### src/sv/hvt_pkg.sv
// Shared types and constants for the hex text value tokenizer.
package hvt_pkg;

   localparam int unsigned TEXT_W      = 8;
   localparam int unsigned VALUE_W     = 32;
   localparam int unsigned DIGIT_W     = 4;
   localparam int unsigned RSP_TDATA_W = 40;

   localparam logic [TEXT_W-1:0] CHR_TAB   = 8'h09;
   localparam logic [TEXT_W-1:0] CHR_LF    = 8'h0A;
   localparam logic [TEXT_W-1:0] CHR_CR    = 8'h0D;
   localparam logic [TEXT_W-1:0] CHR_SPACE = 8'h20;
   localparam logic [TEXT_W-1:0] CHR_HASH  = 8'h23;
   localparam logic [TEXT_W-1:0] CHR_LO_X  = 8'h78;
   localparam logic [TEXT_W-1:0] CHR_UP_X  = 8'h58;

   localparam logic [VALUE_W-1:0] VALUE_SAT = '1;

   // digit machine of one token
   typedef enum logic [2:0] {
      PH_START   = 3'd0,
      PH_ZERO    = 3'd1,
      PH_DIGITS  = 3'd2,
      PH_AFTER_X = 3'd3,
      PH_DONE    = 3'd4,
      PH_DEAD    = 3'd5
   } hvt_phase_type;

   typedef struct packed {
      logic               is_digit;
      logic [DIGIT_W-1:0] digit;
      logic               is_x;
      logic               is_sep;
      logic               is_hash;
      logic               is_eol;
   } hvt_class_type;

   typedef struct packed {
      logic               fire;
      logic [VALUE_W-1:0] value;
      logic               sat;
      logic               no_digits;
      logic               err;
   } hvt_result_type;

endpackage

### src/sv/hvt_char_class.sv
// Byte classifier: hex digit value, prefix letter, separators, line ends.
module hvt_char_class (
   input  logic [hvt_pkg::TEXT_W-1:0] text_byte,
   output hvt_pkg::hvt_class_type     cls
);
   import hvt_pkg::*;

   always_comb begin
      cls          = '0;
      cls.is_x     = (text_byte == CHR_LO_X) || (text_byte == CHR_UP_X);
      cls.is_hash  = (text_byte == CHR_HASH);
      cls.is_eol   = (text_byte == CHR_LF) || (text_byte == CHR_CR);
      cls.is_sep   = text_byte inside {CHR_TAB, CHR_LF, CHR_CR, CHR_SPACE, CHR_HASH};
      if (text_byte inside {[8'h30:8'h39]}) begin
         cls.is_digit = 1'b1;
         cls.digit    = text_byte[DIGIT_W-1:0];
      end else if (text_byte inside {[8'h61:8'h66], [8'h41:8'h46]}) begin
         cls.is_digit = 1'b1;
         cls.digit    = text_byte[DIGIT_W-1:0] + 4'd9;
      end
   end

endmodule

### src/sv/hvt_token_core.sv
// Token state: comment flag, digit machine, accumulator, sticky error, result.
module hvt_token_core (
   input  logic                   clock,
   input  logic                   reset,
   input  logic                   step,
   input  hvt_pkg::hvt_class_type cls,
   output hvt_pkg::hvt_result_type res
);
   import hvt_pkg::*;

   hvt_phase_type      phase_ff, phase_in;
   logic               in_comment_ff, in_comment_in;
   logic               token_open_ff, token_open_in;
   logic [VALUE_W-1:0] acc_ff, acc_in;
   logic               ovf_ff, ovf_in;
   logic               err_ff, err_in;
   logic [VALUE_W-1:0] prev_ff, prev_in;

   logic hexish, tok_step, close_tok, take_digit, empty_tok;

   assign hexish    = cls.is_digit || cls.is_x;
   assign close_tok = !in_comment_ff && cls.is_sep && token_open_ff;
   // byte that drives the digit machine (closed token is always fresh)
   assign tok_step  = !in_comment_ff && !cls.is_sep && (hexish || token_open_ff);
   assign empty_tok = (phase_ff == PH_START) || (phase_ff == PH_DEAD);

   // next phase
   always_comb begin
      phase_in = phase_ff;
      if (close_tok) begin
         phase_in = PH_START;
      end else if (tok_step) begin
         case (phase_ff)
            PH_START: begin
               if (!cls.is_digit)          phase_in = PH_DEAD;
               else if (cls.digit == '0)   phase_in = PH_ZERO;
               else                        phase_in = PH_DIGITS;
            end
            PH_ZERO: begin
               if (cls.is_digit)           phase_in = PH_DIGITS;
               else if (cls.is_x)          phase_in = PH_AFTER_X;
               else                        phase_in = PH_DONE;
            end
            PH_DIGITS, PH_AFTER_X: begin
               phase_in = cls.is_digit ? PH_DIGITS : PH_DONE;
            end
            PH_DONE: phase_in = PH_DONE;
            default: phase_in = PH_DEAD;
         endcase
      end
   end

   assign take_digit = tok_step && cls.is_digit &&
                       ((phase_ff == PH_START && cls.digit != '0) ||
                        phase_ff == PH_ZERO || phase_ff == PH_DIGITS ||
                        phase_ff == PH_AFTER_X);

   // datapath and outputs
   always_comb begin
      in_comment_in = in_comment_ff;
      token_open_in = token_open_ff;
      acc_in        = acc_ff;
      ovf_in        = ovf_ff;
      err_in        = err_ff;
      prev_in       = prev_ff;
      res           = '0;
      res.err       = err_ff;

      if (in_comment_ff) begin
         if (cls.is_eol) in_comment_in = 1'b0;
      end else if (cls.is_sep) begin
         if (cls.is_hash) in_comment_in = 1'b1;
         if (token_open_ff) begin
            token_open_in = 1'b0;
            acc_in        = '0;
            ovf_in        = 1'b0;
            res.fire      = 1'b1;
            if (empty_tok) begin
               res.value     = prev_ff;
               res.no_digits = 1'b1;
            end else begin
               res.value = ovf_ff ? VALUE_SAT : acc_ff;
               res.sat   = ovf_ff;
               prev_in   = res.value;
            end
         end
      end else begin
         if (hexish) token_open_in = 1'b1;
         else        err_in        = 1'b1;
      end

      if (take_digit && !ovf_ff) begin
         if (acc_ff[VALUE_W-1 -: DIGIT_W] != '0) begin
            ovf_in = 1'b1;
            acc_in = VALUE_SAT;
         end else begin
            acc_in = {acc_ff[VALUE_W-DIGIT_W-1:0], cls.digit};
         end
      end
   end

   always_ff @(posedge clock) begin
      if (reset) begin
         phase_ff      <= PH_START;
         in_comment_ff <= 1'b0;
         token_open_ff <= 1'b0;
         acc_ff        <= '0;
         ovf_ff        <= 1'b0;
         err_ff        <= 1'b0;
         prev_ff       <= '0;
      end else if (step) begin
         phase_ff      <= phase_in;
         in_comment_ff <= in_comment_in;
         token_open_ff <= token_open_in;
         acc_ff        <= acc_in;
         ovf_ff        <= ovf_in;
         err_ff        <= err_in;
         prev_ff       <= prev_in;
      end
   end

`ifndef SYNTHESIS
   a_closed_fresh: assert property (@(posedge clock) disable iff (reset)
      !token_open_ff |-> (phase_ff == PH_START && acc_ff == '0 && !ovf_ff))
      else $error("closed token holds stale digit state");
   a_ovf_sat: assert property (@(posedge clock) disable iff (reset)
      ovf_ff |-> (acc_ff == VALUE_SAT))
      else $error("overflow without saturated accumulator");
   a_comment_closed: assert property (@(posedge clock) disable iff (reset)
      in_comment_ff |-> !token_open_ff)
      else $error("token open inside comment");
   a_err_sticky: assert property (@(posedge clock) disable iff (reset)
      err_ff |=> err_ff)
      else $error("syntax error flag cleared");
`endif

endmodule

### src/sv/hex_text_value_tokenizer.sv
// Path: an accepted byte lands in the input register; classify + token logic
//   then run on it and load the result register, from which a separator's
//   token value is offered on rsp_. Throughput: one byte per cycle, unless a
//   byte that makes a result meets a full result register not taken on rsp_;
//   the single token state update sets that pace.
//   The result register lets a new byte enter while a value waits on rsp_.
// Reset (synchronous, active high) empties both registers, closes any token
//   or comment, clears the error flag and sets the repeated value to zero.
module hex_text_value_tokenizer (
   input  logic                               clock,
   input  logic                               reset,
   // input byte stream
   input  logic                               req_tvalid,
   output logic                               req_tready,
   input  logic [hvt_pkg::TEXT_W-1:0]         req_tdata,  // [7:0] text_byte
   // token results
   output logic                               rsp_tvalid,
   input  logic                               rsp_tready,
   // [31:0] number_value, [32] value_saturated, [33] no_digits,
   // [34] syntax_error_seen, [39:35] zero
   output logic [hvt_pkg::RSP_TDATA_W-1:0]    rsp_tdata
);
   import hvt_pkg::*;

   // input register
   logic              s1_valid_ff, s1_valid_in;
   logic [TEXT_W-1:0] s1_byte_ff, s1_byte_in;

   // result register
   logic                   out_valid_ff, out_valid_in;
   logic [RSP_TDATA_W-1:0] out_data_ff, out_data_in;

   hvt_class_type  cls;
   hvt_result_type res;
   logic           s1_go, step;

   hvt_char_class u_class (
      .text_byte (s1_byte_ff),
      .cls       (cls)
   );

   hvt_token_core u_core (
      .clock (clock),
      .reset (reset),
      .step  (step),
      .cls   (cls),
      .res   (res)
   );

   // the byte in s1 retires unless it makes a result and the result slot
   // stays occupied this cycle
   assign s1_go      = !res.fire || !out_valid_ff || rsp_tready;
   assign step       = s1_valid_ff && s1_go;
   assign req_tready = !s1_valid_ff || s1_go;

   always_comb begin
      s1_valid_in = s1_valid_ff;
      s1_byte_in  = s1_byte_ff;
      if (req_tready) begin
         s1_valid_in = req_tvalid;
         s1_byte_in  = req_tdata;
      end
   end

   always_comb begin
      out_valid_in = out_valid_ff;
      out_data_in  = out_data_ff;
      if (step && res.fire) begin
         out_valid_in = 1'b1;
         out_data_in  = {{(RSP_TDATA_W-VALUE_W-3){1'b0}},
                         res.err, res.no_digits, res.sat, res.value};
      end else if (rsp_tready) begin
         out_valid_in = 1'b0;
      end
   end

   always_ff @(posedge clock) begin
      if (reset) begin
         s1_valid_ff  <= 1'b0;
         out_valid_ff <= 1'b0;
      end else begin
         s1_valid_ff  <= s1_valid_in;
         out_valid_ff <= out_valid_in;
      end
   end

   // payload registers, no reset
   always_ff @(posedge clock) begin
      s1_byte_ff  <= s1_byte_in;
      out_data_ff <= out_data_in;
   end

   assign rsp_tvalid = out_valid_ff;
   assign rsp_tdata  = out_data_ff;

`ifndef SYNTHESIS
   a_sat_value: assert property (@(posedge clock) disable iff (reset)
      (rsp_tvalid && rsp_tdata[VALUE_W]) |-> (rsp_tdata[VALUE_W-1:0] == VALUE_SAT))
      else $error("saturated result without all-ones value");
   a_flags_excl: assert property (@(posedge clock) disable iff (reset)
      rsp_tvalid |-> !(rsp_tdata[VALUE_W] && rsp_tdata[VALUE_W+1]))
      else $error("saturated and no-digit both set");
   a_no_overwrite: assert property (@(posedge clock) disable iff (reset)
      (out_valid_ff && !rsp_tready) |-> !(step && res.fire))
      else $error("pending result overwritten");
`endif

endmodule
### config.mk
export PLATFORM = sky130hd
export DESIGN_NAME = hex_text_value_tokenizer
export DESIGN_NICKNAME = d
export VERILOG_FILES = /design/src/sv/hvt_pkg.sv /design/src/sv/hvt_char_class.sv /design/src/sv/hvt_token_core.sv /design/src/sv/hex_text_value_tokenizer.sv
export SDC_FILE = /design/constraint.sdc
export NUM_CORES = 1
export LEC_CHECK = 0
export BUFFER_PORTS_ARGS = -buffer_cell sky130_fd_sc_hd__buf_2
export CAP_MARGIN = 25
export CORE_AREA = 2 2 107 109
export CTS_CLUSTER_DIAMETER = 50
export CTS_CLUSTER_SIZE = 14
export DETAILED_ROUTE_END_ITERATION = 8
export DIE_AREA = 0 0 109 111
export GPL_TIMING_DRIVEN = 0
export PLACE_DENSITY = 0.81
export SYNTH_ARGS = -nofsm -noshare
export SYNTH_HDL_FRONTEND = slang
export SYNTH_SLANG_ARGS = --single-unit
### constraint.sdc
create_clock -name clock -period 2.2 [get_ports clock]
set_input_delay 0.44 -clock clock [delete_from_list [all_inputs] [get_ports clock]]
set_output_delay 0.44 -clock clock [all_outputs]
set_load 0.005 [all_outputs]
==> results.cfg <==
[outcome]
status = finished, violations left
violations = negative setup slack

[die]
initial_core_util = 0.508
ioPinCount = 54
die_y_um = 111
rows = 39
core-area_mm2 = 0.0111
die_w_um = 109
die_area_mm2 = 0.0121

[setup_path]
required_ns = 2.47
critPathSlowestCell = edfxtp_1
worst-r2r-setup-slack_ns = -0.37
setup.worst_path.start_class = flip-flop
crit_type = flip-flop to flip-flop
crit_buf_inv = 5
critPathMaxFanout = 10
crit_arrival_ns = 2.84
cpPeakStageDelay_ns = 0.41
endpoint_kind = flip-flop
crit_top_cell = buf_6
critical_path.startpoint = s1_byte_ff[3]
path_delay_family = buffers and inverters
cp_cell_sequence = buf_6 -> nor4b_4 -> o211ai_1 -> buf_4 -> buf_6 -> a211o_4 -> buf_16 -> clkbuf_4 -> nand4b_1 -> o31ai_2
r2r-start = s1_byte_ff[3]

[clock_network]
clock_sinks = 116
htree_levels = 4
cts_buffer_depth = 2
clkTransAtPathRegs_ns = 0.06
clkLatencyLatePin_ns = 0.43
root_buffer = clkbuf_16
cts_buffers = 17
tritoncts = yes
hold_buffers = 0

[hold_path]
hold_start = req_tdata[4]
hp-class = primary input to flip-flop

[timing]
timing.fmax_mhz = 389
min_period_over_period = 1.17
fin_ws_ns = -0.372
finalCriticalPeriod_ns = 2.57
final_max_slew_viol_count = 0
finalSetupViolCount = 107
rsz0062_at_grt = yes
max_slew_margin = 0.384
finalHoldViolCount = 0
tightest_slew_ns = 0.923
hold_ws_ns = 0.185
skew_ns = 0.0136

[logic_synthesis]
synth_area_mm2 = 0.00563
synth_most_common_cell = nor2_1
netlist.area_leader.share = 0.259
synth_cell_type_count = 62
synth-seq-cells = 116
syn-instance-count = 538
yosysSeqAreaShare = 0.489
synth_top_flop_cell = dfxtp_1
avgSynthCellArea_um2 = 10.5
synth_top_cell_by_area = dfxtp_1
synth-async-reset-ratio = 0
synth_edf_count = 43
synth_common_cells = nor2_1 (115), dfxtp_1 (73), edfxtp_1 (43), nor3_1 (34), clkbuf_1 (32)
synth.area.top_cells = dfxtp_1 (26%), edfxtp_1 (23%), nor2_1 (7.7%), nand4b_2 (4.5%), nor3_2 (4.1%)
yosysWarnings = 0

[route]
ant_nets = 0
num_vias = 5172
firstDrtPassIters = 6
wire_per_inst_um = 22.2
drcViolationCount = 0
via_per_inst = 6.32
drt_iter0_markers = 640
finalWirelength_um = 18200

[global_route]
antenna_found_initial = 0
grt_usage = 0.268
grt_pass1_vias = 4973
globalRoute.totalOverflow = 0
grt_pass1_wl_um = 24900
grt_max_degree = 37

[job]
max-cap-violations = 0

[layout]
syn2layout_area_growth_pct = 41.9
post-route-util = 0.722
final_layout_size_suffix_gt1_frac = 0.424
nets = 678
diodes = 0

[placed_design]
portBuffers = 47
place_ws_ns = -0.415
dp_hpwl_um = 8510
place.gp.congestion = 0.844

[pwr]
p_leak_nw = 2.67
ir_drop_mv = 0.427
pwr_density_cell_mw_per_mm2 = 647
stage by stage:
| stage | std cells | cell area, um^2 | total power [mW] | setup TNS, ns |
|---|---|---|---|---|
| after CTS | 813 | 7500 | 5.07 | -15.94 |
| after global placement | 732 | 6060 | 2.48 | -21.27 |
| after floorplan | 542 | 5650 | 2.43 | 0 |
| final | 818 | 7990 | 5.17 | -20.51 |
| after global routing | 818 | 7990 | 5.28 | -27.84 |
| after detailed placement | 732 | 6060 | 2.48 | -27.06 |
registers in the layout (all words and copies together), names as in the netlist:
signal,count
u_core.prev_ff,32
u_core.phase_ff,3
s1_valid_ff,1
u_core.in_comment_ff,1
u_core.acc_ff,32
s1_byte_ff,8
u_core.token_open_ff,1
u_core.err_ff,1
rsp_tdata,35
u_core.ovf_ff,1
rsp_tvalid,1
what timing repair did:
item | in CTS | in global routing
gates resized for setup | 91 | 90
endpoints found under the setup margin | 125 | 141
pin swaps | 24 | 38
setup buffers | 40 | 12
hold endpoints to repair | 0 | 0
gates cloned | 9 | 1
cell usage in the layout, fill, tap and decap left out, drive strengths merged, types with 3 or more instances in the layout:
cell,count
nor2b,3
nor2,116
conb,5
buf,130
nand3,3
o31ai,32
edfxtp,43
clkbuf,48
o211ai,3
nor3,57
a211oi,17
ha,4
o21ai,3
a22oi,27
nand4b,33
dfxtp,73
clkinv,10
a21oi,13
nand2,7
nand2b,5
inv,7
report_power, final:
part           switching [mW]  internal [mW]
combinational           0.190          0.124
clock                    1.04           1.57
sequential             0.0146           2.23
logic make-up (layout without fill, tap and decap cells):
family          Yosys count  count (layout)  share of synthesized area
compound gates          110             110                      0.166
xor+xnor                  1               1                    0.00156
fa+ha+maj                 4               4                    0.00889
buf+inv                  65             198                     0.0667
flops                   116             116                      0.489
mux                       1               1                    0.00178
other cells               1               5                   0.000666
simple gates            240             240                      0.266
layer usage:
layer  routed length (um)  vias up  track usage
li1                     -     2237            -
met2                 9350      380        0.454
met5                    0        -            0
met1                 6440     2455        0.309
met4                  822        0        0.135
met3                 1550      100       0.0647
final cells by class:
cell class / instances / area [um^2]
Timing Repair inverter: 1 / 30.0
Timing Repair Buffer: 102 / 808
Clock buffer: 19 / 443
Inverter: 6 / 48.8
Fill cell: 651 / 3080
Clock inverter: 13 / 109
Multi-Input combinational cell: 361 / 3140
Sequential cell: 116 / 2750
Tap cell: 143 / 179
Buffer: 57 / 484
path summary, 6_finish.rpt:
| kind | end | cells past startpoint |
|---|---|---|
| worst max-delay path | u_core.acc_ff[14] | 10 |
| worst min-delay path | s1_byte_ff[4] | 1 |
| worst min register to register | rsp_tdata[34] | 0 |
| worst max register to register | u_core.acc_ff[14] | 10 |
(Power assumes the default switching activity.)
